<file path="src/hw/rtl/keypad_code_lock_core_defines.svh">
// Assertion macros shared by the keypad code lock RTL.
// Each macro takes a label, a clock, a property expression and a message; KCL_ASSERT also takes a reset.
`ifndef KEYPAD_CODE_LOCK_CORE_DEFINES_SVH
`define KEYPAD_CODE_LOCK_CORE_DEFINES_SVH

`ifndef SYNTHESIS
`define KCL_ASSERT(name, clk, rst, prop, msg) \
   name: assert property (@(posedge clk) disable iff (rst) prop) else $error(msg);
`define KCL_ASSERT_ALWAYS(name, clk, prop, msg) \
   name: assert property (@(posedge clk) prop) else $error(msg);
`else
`define KCL_ASSERT(name, clk, rst, prop, msg)
`define KCL_ASSERT_ALWAYS(name, clk, prop, msg)
`endif

`endif

</file>
<file path="src/hw/rtl/kcl_pkg.sv">
package kcl_pkg;

   localparam int NUM_DIGITS = 4;
   localparam int KEY_W      = 4;
   localparam int ROWS_W     = 4;
   localparam int COUNT_W    = 3;

   // Configuration register indexes.
   typedef enum logic [1:0] {
      CSR_SECRET_DIGIT_0 = 2'd0,
      CSR_SECRET_DIGIT_1 = 2'd1,
      CSR_SECRET_DIGIT_2 = 2'd2,
      CSR_SECRET_DIGIT_3 = 2'd3
   } csr_index_type;

   typedef struct packed {
      logic [ROWS_W-1:0] rows_col_a;
      logic [ROWS_W-1:0] rows_col_b;
      logic [ROWS_W-1:0] rows_col_c;
   } req_type;

   typedef struct packed {
      logic               key_valid;
      logic [KEY_W-1:0]   key_code;
      logic [COUNT_W-1:0] digit_count;
      logic               entry_done;
      logic               code_ok;
   } rsp_type;

   // Decoded scan passed from the decoder to the entry controller.
   typedef struct packed {
      logic             pressed;
      logic [KEY_W-1:0] key_code;
   } scan_type;

   typedef logic [NUM_DIGITS-1:0][KEY_W-1:0] secret_array_type;

   localparam secret_array_type SECRET_RESET = {4'd4, 4'd3, 4'd2, 4'd1};

   // Keypad position {column, row} to key code; 10 is star, 11 is hash.
   function automatic logic [KEY_W-1:0] key_map(input logic [3:0] pos);
      logic [KEY_W-1:0] code;
      case (pos)
         4'd0:    code = 4'd1;
         4'd1:    code = 4'd4;
         4'd2:    code = 4'd7;
         4'd3:    code = 4'd10;
         4'd4:    code = 4'd2;
         4'd5:    code = 4'd5;
         4'd6:    code = 4'd8;
         4'd7:    code = 4'd0;
         4'd8:    code = 4'd3;
         4'd9:    code = 4'd6;
         4'd10:   code = 4'd9;
         4'd11:   code = 4'd11;
         default: code = 4'd1;
      endcase
      return code;
   endfunction

endpackage

</file>
<file path="src/hw/rtl/kcl_scan_decode.sv">
module kcl_scan_decode
   import kcl_pkg::*;
(
   input  req_type  scan_in,
   output scan_type scan_out
);

   logic [1:0]        col;
   logic [1:0]        row;
   logic [ROWS_W-1:0] rows;

   // The first column with any row down wins.
   always_comb begin
      if (scan_in.rows_col_a != '0) begin
         col  = 2'd0;
         rows = scan_in.rows_col_a;
      end else if (scan_in.rows_col_b != '0) begin
         col  = 2'd1;
         rows = scan_in.rows_col_b;
      end else begin
         col  = 2'd2;
         rows = scan_in.rows_col_c;
      end
   end

   // Lowest set row; row three when the lower three are clear.
   always_comb begin
      if (rows[0]) begin
         row = 2'd0;
      end else if (rows[1]) begin
         row = 2'd1;
      end else if (rows[2]) begin
         row = 2'd2;
      end else begin
         row = 2'd3;
      end
   end

   assign scan_out.pressed  = |{scan_in.rows_col_a, scan_in.rows_col_b, scan_in.rows_col_c};
   assign scan_out.key_code = key_map({col, row});

endmodule

</file>
<file path="src/hw/rtl/kcl_entry_ctrl.sv">
`include "keypad_code_lock_core_defines.svh"

module kcl_entry_ctrl
   import kcl_pkg::*;
(
   input  logic             clock,
   input  logic             reset,
   input  logic             step,
   input  scan_type         scan,
   input  secret_array_type secret,
   output rsp_type          rsp
);

   logic             wait_release_ff;
   logic             wait_release_in;
   logic [1:0]       keys_held_ff;
   logic [1:0]       keys_held_in;
   logic [KEY_W-1:0] entered_ff [NUM_DIGITS-1];
   logic             take_key;
   logic             last_key;
   logic             match;

   assign take_key = !wait_release_ff && scan.pressed;
   assign last_key = (keys_held_ff == 2'(NUM_DIGITS - 1));

   // The fourth key is compared straight from the scan; the first three
   // come from the entry store.
   always_comb begin
      match = (scan.key_code == secret[NUM_DIGITS-1]);
      for (int i = 0; i < NUM_DIGITS - 1; i++) begin
         if (entered_ff[i] != secret[i]) begin
            match = 1'b0;
         end
      end
   end

   always_comb begin
      wait_release_in = wait_release_ff;
      keys_held_in    = keys_held_ff;
      rsp.key_valid   = 1'b0;
      rsp.key_code    = '0;
      rsp.digit_count = {1'b0, keys_held_ff};
      rsp.entry_done  = 1'b0;
      rsp.code_ok     = 1'b0;
      if (wait_release_ff) begin
         if (!scan.pressed) begin
            wait_release_in = 1'b0;
         end
      end else if (scan.pressed) begin
         wait_release_in = 1'b1;
         keys_held_in    = keys_held_ff + 2'd1;
         rsp.key_valid   = 1'b1;
         rsp.key_code    = scan.key_code;
         rsp.digit_count = {1'b0, keys_held_ff} + 3'd1;
         if (last_key) begin
            rsp.entry_done = 1'b1;
            rsp.code_ok    = match;
         end
      end
   end

   always_ff @(posedge clock) begin
      if (reset) begin
         wait_release_ff <= 1'b0;
         keys_held_ff    <= '0;
      end else if (step) begin
         wait_release_ff <= wait_release_in;
         keys_held_ff    <= keys_held_in;
      end
   end

   // Only the first three slots are stored; the fourth key never needs keeping.
   always_ff @(posedge clock) begin
      if (step && take_key && !last_key) begin
         entered_ff[keys_held_ff] <= scan.key_code;
      end
   end

   `KCL_ASSERT(a_done_has_four, clock, reset, step && rsp.entry_done |-> rsp.key_valid && rsp.digit_count == 3'(NUM_DIGITS), "entry done without four keys")
   `KCL_ASSERT(a_key_arms_release, clock, reset, step && rsp.key_valid |=> wait_release_ff, "accepted key did not arm release wait")
   `KCL_ASSERT(a_done_restarts, clock, reset, step && rsp.entry_done |=> keys_held_ff == '0, "entry did not restart after fourth key")
   `KCL_ASSERT(a_no_key_while_held, clock, reset, step && wait_release_ff |-> !rsp.key_valid, "key accepted while waiting for release")

endmodule

</file>
<file path="src/hw/rtl/keypad_code_lock_core.sv">
// Four-digit code lock driven by 3x4 keypad scans. Each req word is one full
// scan (four row bits per column); each accepted word yields exactly one rsp
// word, which reports a newly pressed key, the digit count of the current
// entry and, on the fourth key, whether the entry matched the secret digits.
// A key is taken only once per press: after a key is accepted, scans are
// ignored until one reads zero on every row. Secret digits are written through
// the csr port (index 0 to 3, reset 1, 2, 3, 4) and should only be changed
// while no word is in flight. The edge that accepts a req word loads the input
// register; the word passes through the decode and entry logic into the result
// register once that register is empty or being drained, and rsp_valid rises
// as the result register is loaded. The block takes one word every cycle,
// limited only by rsp_ready; req_ready stays high while the result register
// drains.
`include "keypad_code_lock_core_defines.svh"

module keypad_code_lock_core
   import kcl_pkg::*;
(
   input  logic          clock,
   input  logic          reset,
   input  logic          req_valid,
   output logic          req_ready,
   input  req_type       req_data,
   output logic          rsp_valid,
   input  logic          rsp_ready,
   output rsp_type       rsp_data,
   input  logic          csr_write,
   input  csr_index_type csr_index,
   input  logic [KEY_W-1:0] csr_wdata
);

   // Input register: holds one scan word.
   req_type          req_ff;
   logic             in_valid_ff;
   logic             in_valid_in;

   // Result register.
   rsp_type          rsp_ff;
   logic             out_valid_ff;
   logic             out_valid_in;

   secret_array_type secret_ff;
   scan_type         scan;
   rsp_type          rsp_next;
   logic             advance;
   logic             req_take;

   // A word moves from the input register to the result register when the
   // result register is empty or is being emptied in this cycle.
   assign advance   = in_valid_ff && (!out_valid_ff || rsp_ready);
   assign req_ready = !in_valid_ff || advance;
   assign req_take  = req_valid && req_ready;

   assign in_valid_in  = req_take || (in_valid_ff && !advance);
   assign out_valid_in = advance || (out_valid_ff && !rsp_ready);

   always_ff @(posedge clock) begin
      if (reset) begin
         in_valid_ff  <= 1'b0;
         out_valid_ff <= 1'b0;
      end else begin
         in_valid_ff  <= in_valid_in;
         out_valid_ff <= out_valid_in;
      end
   end

   always_ff @(posedge clock) begin
      if (req_take) begin
         req_ff <= req_data;
      end
      if (advance) begin
         rsp_ff <= rsp_next;
      end
   end

   // Secret digit registers.
   always_ff @(posedge clock) begin
      if (reset) begin
         secret_ff <= SECRET_RESET;
      end else if (csr_write) begin
         case (csr_index)
            CSR_SECRET_DIGIT_0: secret_ff[0] <= csr_wdata;
            CSR_SECRET_DIGIT_1: secret_ff[1] <= csr_wdata;
            CSR_SECRET_DIGIT_2: secret_ff[2] <= csr_wdata;
            CSR_SECRET_DIGIT_3: secret_ff[3] <= csr_wdata;
            default: ;
         endcase
      end
   end

   kcl_scan_decode u_scan_decode (
      .scan_in  (req_ff),
      .scan_out (scan)
   );

   // Entry state advances exactly once per word, as it enters the result register.
   kcl_entry_ctrl u_entry_ctrl (
      .clock  (clock),
      .reset  (reset),
      .step   (advance),
      .scan   (scan),
      .secret (secret_ff),
      .rsp    (rsp_next)
   );

   assign rsp_valid = out_valid_ff;
   assign rsp_data  = rsp_ff;

   `KCL_ASSERT(a_rsp_holds, clock, reset, rsp_valid && !rsp_ready |=> rsp_valid && $stable(rsp_data), "result word changed while stalled")
   `KCL_ASSERT(a_no_overwrite, clock, reset, advance |-> !out_valid_ff || rsp_ready, "result register overwritten before it was taken")
   `KCL_ASSERT(a_ready_when_empty, clock, reset, !in_valid_ff |-> req_ready, "input register empty but not ready")

endmodule
</file>
<file path="config.mk">
export PLATFORM = sky130hd
export DESIGN_NAME = keypad_code_lock_core
export DESIGN_NICKNAME = d
export VERILOG_FILES = /design/src/hw/rtl/kcl_pkg.sv /design/src/hw/rtl/kcl_scan_decode.sv /design/src/hw/rtl/kcl_entry_ctrl.sv /design/src/hw/rtl/keypad_code_lock_core.sv
export VERILOG_INCLUDE_DIRS = /design/src /design/src/hw/rtl
export SDC_FILE = /design/constraint.sdc
export NUM_CORES = 1
export LEC_CHECK = 0
export BUFFER_PORTS_ARGS = -buffer_cell sky130_fd_sc_hd__buf_4
export CAP_MARGIN = 0
export CORE_UTILIZATION = 59
export CTS_BUF_LIST = sky130_fd_sc_hd__clkbuf_2
export DETAILED_ROUTE_END_ITERATION = 10
export PLACE_DENSITY = 0.82
export SETUP_SLACK_MARGIN = 0.4
export SLEW_MARGIN = 10
export SYNTH_ARGS = -nofsm -noshare
export SYNTH_HDL_FRONTEND = slang
export SYNTH_HIERARCHICAL = 1
export SYNTH_SLANG_ARGS = --single-unit
</file>
<file path="constraint.sdc">
create_clock -name clock -period 3.04 [get_ports clock]
set_clock_uncertainty 0.05 [all_clocks]
set_input_delay 0.304 -clock clock [delete_from_list [all_inputs] [get_ports clock]]
set_output_delay 0.304 -clock clock [all_outputs]
set_load 0.05 [all_outputs]
</file>
==> qor.tcl <==
set qor(crit_type) {reg2reg}
set qor(post-route-cell-area_sq_um) 3010
set qor(cts_max_level) 2
set qor(worstSkewPairLatency_ns) 0.47
set qor(layout.area.seq_sq_um) 1440
set qor(drt_first_iter_violations) 49
set qor(drt_drc_violations_left) 0
set qor(power.static_leakage_nw) 1.20
set qor(final_layout_net_count) 289
set qor(synth_edf_count) 34
set qor(grt_util_all_layers_pct) 24.4
set qor(clock_sink_count) 55
set qor(wire_per_inst_um) 16.5
set qor(final_max_slew_viol_count) 0
set qor(min_path_type) {in2reg}
set qor(global_route.overflow_total) 0
set qor(layout.filler_cells) 263
set qor(numCtsBuffers) 5
set qor(worst_slack_ns) 0.364
set qor(pin_count) 35
set qor(drt_first_pass_iters) 4
set qor(floorplan.die.width_um) 66.5
set qor(floorplan.core_area_sq_um) 4000
set qor(arrival_ns) 2.94
set qor(first_global_vias) 1628
set qor(slew-limit-headroom_pct) 45.5
set qor(mappedNetlistArea_sq_um) 2460
set qor(design.die.area_sq_um) 4430
set qor(timing.fmax_ghz) 0.374
set qor(footprint_of_the_multi_input_gates_sq_um) 982
set qor(grt_antenna_before_repair) 0
set qor(gpl.final_weighted_congestion) 0.767
set qor(async_reset_ff_share_pct) 0
set qor(ys_types) 32
set qor(post_synthesis_to_final_layout_area_growth_pct) 22.7
set qor(worstSetupStartpointType) {flop}
set qor(route.antenna.remaining_nets) 0
set qor(post-dp-hpwl_um) 3110
set qor(detailed_place.area_sq_um) 2760
set qor(tightest_slew_ns) 0.810
set qor(fp.dieH_um) 66.5
set qor(ys_seq_area_share_pct) 58.7
set qor(placement.setup.worst_slack_ns) 0.313
set qor(end_kind) {flop}
set qor(drt-vias-per-instance) 5.33
set qor(fin_crit_ns) 2.68
set qor(cp_max_fo) 3
set qor(hold_viol_final) 0
set qor(cts_tree) {built}
set qor(layout-drive-gt1-share_pct) 22.9
set qor(max-clock-path-buffers) 2
set qor(power.ir.vdd_worst_mv) 0.338
set qor(worst_setup_hold_path_clk_slew_ns) 0.28
set qor(share_of_the_cycle_needed_by_the_critical_path_after_routing_pct) 88.0
set qor(setup-violations-final) 0
set qor(ys_seq_elements) 55
set qor(diodes) 0
set qor(layout_common_cells) {43 x buf_4, 34 x edfxtp_1, 21 x dfxtp_1, 18 x mux2i_1, 17 x nor2_1}
set qor(drv_cap) 0
set qor(root_buffer) {clkbuf_2}
set qor(synth_cells) 201
set qor(layout_commonest_cell) {buf_4}
set qor(drt-total-wl_um) 5070
set qor(ys.flop_type) {edfxtp_1}
set qor(final_core_utilization_pct) 75.4
set qor(vias) 1643
set qor(placementRows) 23
set qor(grt_first_pass_wirelength_um) 7450
set qor(worst_ep_required_time_ns) 3.30
set qor(place.port_buffers) 34
set qor(totalNegativeSetupSlack_ns) 0
set qor(pin_count_of_the_biggest_net_entering_global_routing) 29
set qor(run_status) {completed}
set qor(rsz0062_at_grt) {true}
set qor(postSynthNetCount) 233
set qor(timing.hold.ws_ns) 0.0485
set qor(initial_utilization_pct) 61.4
set qor(per_instance_average_area_after_synthesis_sq_um) 12.2
set qor(synth_warnings) 6
set qor(power_density_nw_per_um2) 447
## timing repair
item | 4_1_cts | 5_1_grt
setup endpoints to repair | 1 | 1
resized for setup | 6 | 3
gates cloned | 0 | 0
pin swaps | 6 | 1
hold buffers | 13 | 0
setup buffers | 4 | 3
hold endpoints to repair | 13 | 0
## logic make-up (layout without fill, tap and decap cells)
kind of cell	count (synthesis)	after routing	synth area share, %
AO/OA/AOI/OAI	17	17	4.18
buffers and inverters	15	72	2.55
AND/OR/NAND/NOR	69	69	16.3
flip-flops	55	55	58.7
XOR/XNOR	18	18	6.42
multiplexers	18	18	7.33
adder cells (fa/ha/maj)	9	9	4.58
## worst max-delay path: stages (launching register included)
cell and delay (ns):
edfxtp_1 0.52, nor2_2 0.17, nor3_1 0.07, o31ai_2 0.25, nand2_1 0.12, buf_4 0.15, buf_4 0.13, ha_1 0.32
a21oi_4 0.20, xnor2_1 0.13, nand3_1 0.14, nor4_2 0.30
## final timing paths
path	slack, ns	startpoint	end	cells past startpoint
setup / recovery	0.36	req_ff[0]$_DFFE_PP_	rsp_data[0]$_DFFE_PP_	11
hold / removal	0.05	rsp_ready	rsp_valid$_SDFF_PP0_	3
setup reg to reg	0.36	req_ff[0]$_DFFE_PP_	rsp_data[0]$_DFFE_PP_	11
hold reg to reg	0.46	in_valid_ff$_SDFF_PP0_	rsp_valid$_SDFF_PP0_	2
## layer usage
layer / GRT usage (%) / part of all wire [%] / vias to the layer above
li1: - / - / 807
met3: 7.02 / 3.7 / 8
met5: 0 / 0 / -
met4: 9.31 / 1.9 / 0
met1: 24.2 / 41 / 777
met2: 46.9 / 54 / 51
## stage by stage
| step | total power [mW] | std cells |
|---|---|---|
| global route | 1.40 | 308 |
| floorplan | 0.978 | 201 |
| detailed placement | 1.04 | 280 |
| CTS | 1.34 | 305 |
| global placement | 1.03 | 280 |
| finish | 1.35 | 308 |
## state kept, by name (all words and copies together) (netlist names)
| signal | count |
|---|---|
| in_valid_ff | 1 |
| req_ff | 12 |
| rsp_data | 10 |
| rsp_valid | 1 |
| secret_ff | 16 |
| u_entry_ctrl/entered_ff | 12 |
| u_entry_ctrl/keys_held_ff | 2 |
| u_entry_ctrl/wait_release_ff | 1 |
## area by class of cell
class / count / share of cell area (%)
flip-flops and latches: 55 / 47.8
multi-input cells: 131 / 32.6
repair buffers: 56 / 15.0
well taps: 50 / 2.08
inverters: 8 / 0.996
clock buffers: 5 / 0.830
clock inverters: 3 / 0.664
## report_power, final
group	total (mW)	leakage (nW)	switching [mW]	internal [mW]
clock	0.286	0.0266	0.230	0.0554
combinational	0.206	0.680	0.110	0.0958
sequential	0.857	0.494	0.0252	0.832
## cell usage after synthesis (all sizes together) (5+ instances only)
cell type	count	area (sq um)
edfxtp	34	1020
dfxtp	21	420
mux2i	18	180
nor2	18	67.6
nand2b	16	100
and2	11	68.8
a21oi	9	45.0
ha	9	113
xnor2	9	78.8
xor2	9	78.8
inv	8	30.0
nand2	6	22.5
nor4	5	58.8
Note: power is estimated with default switching activity, not from simulation.
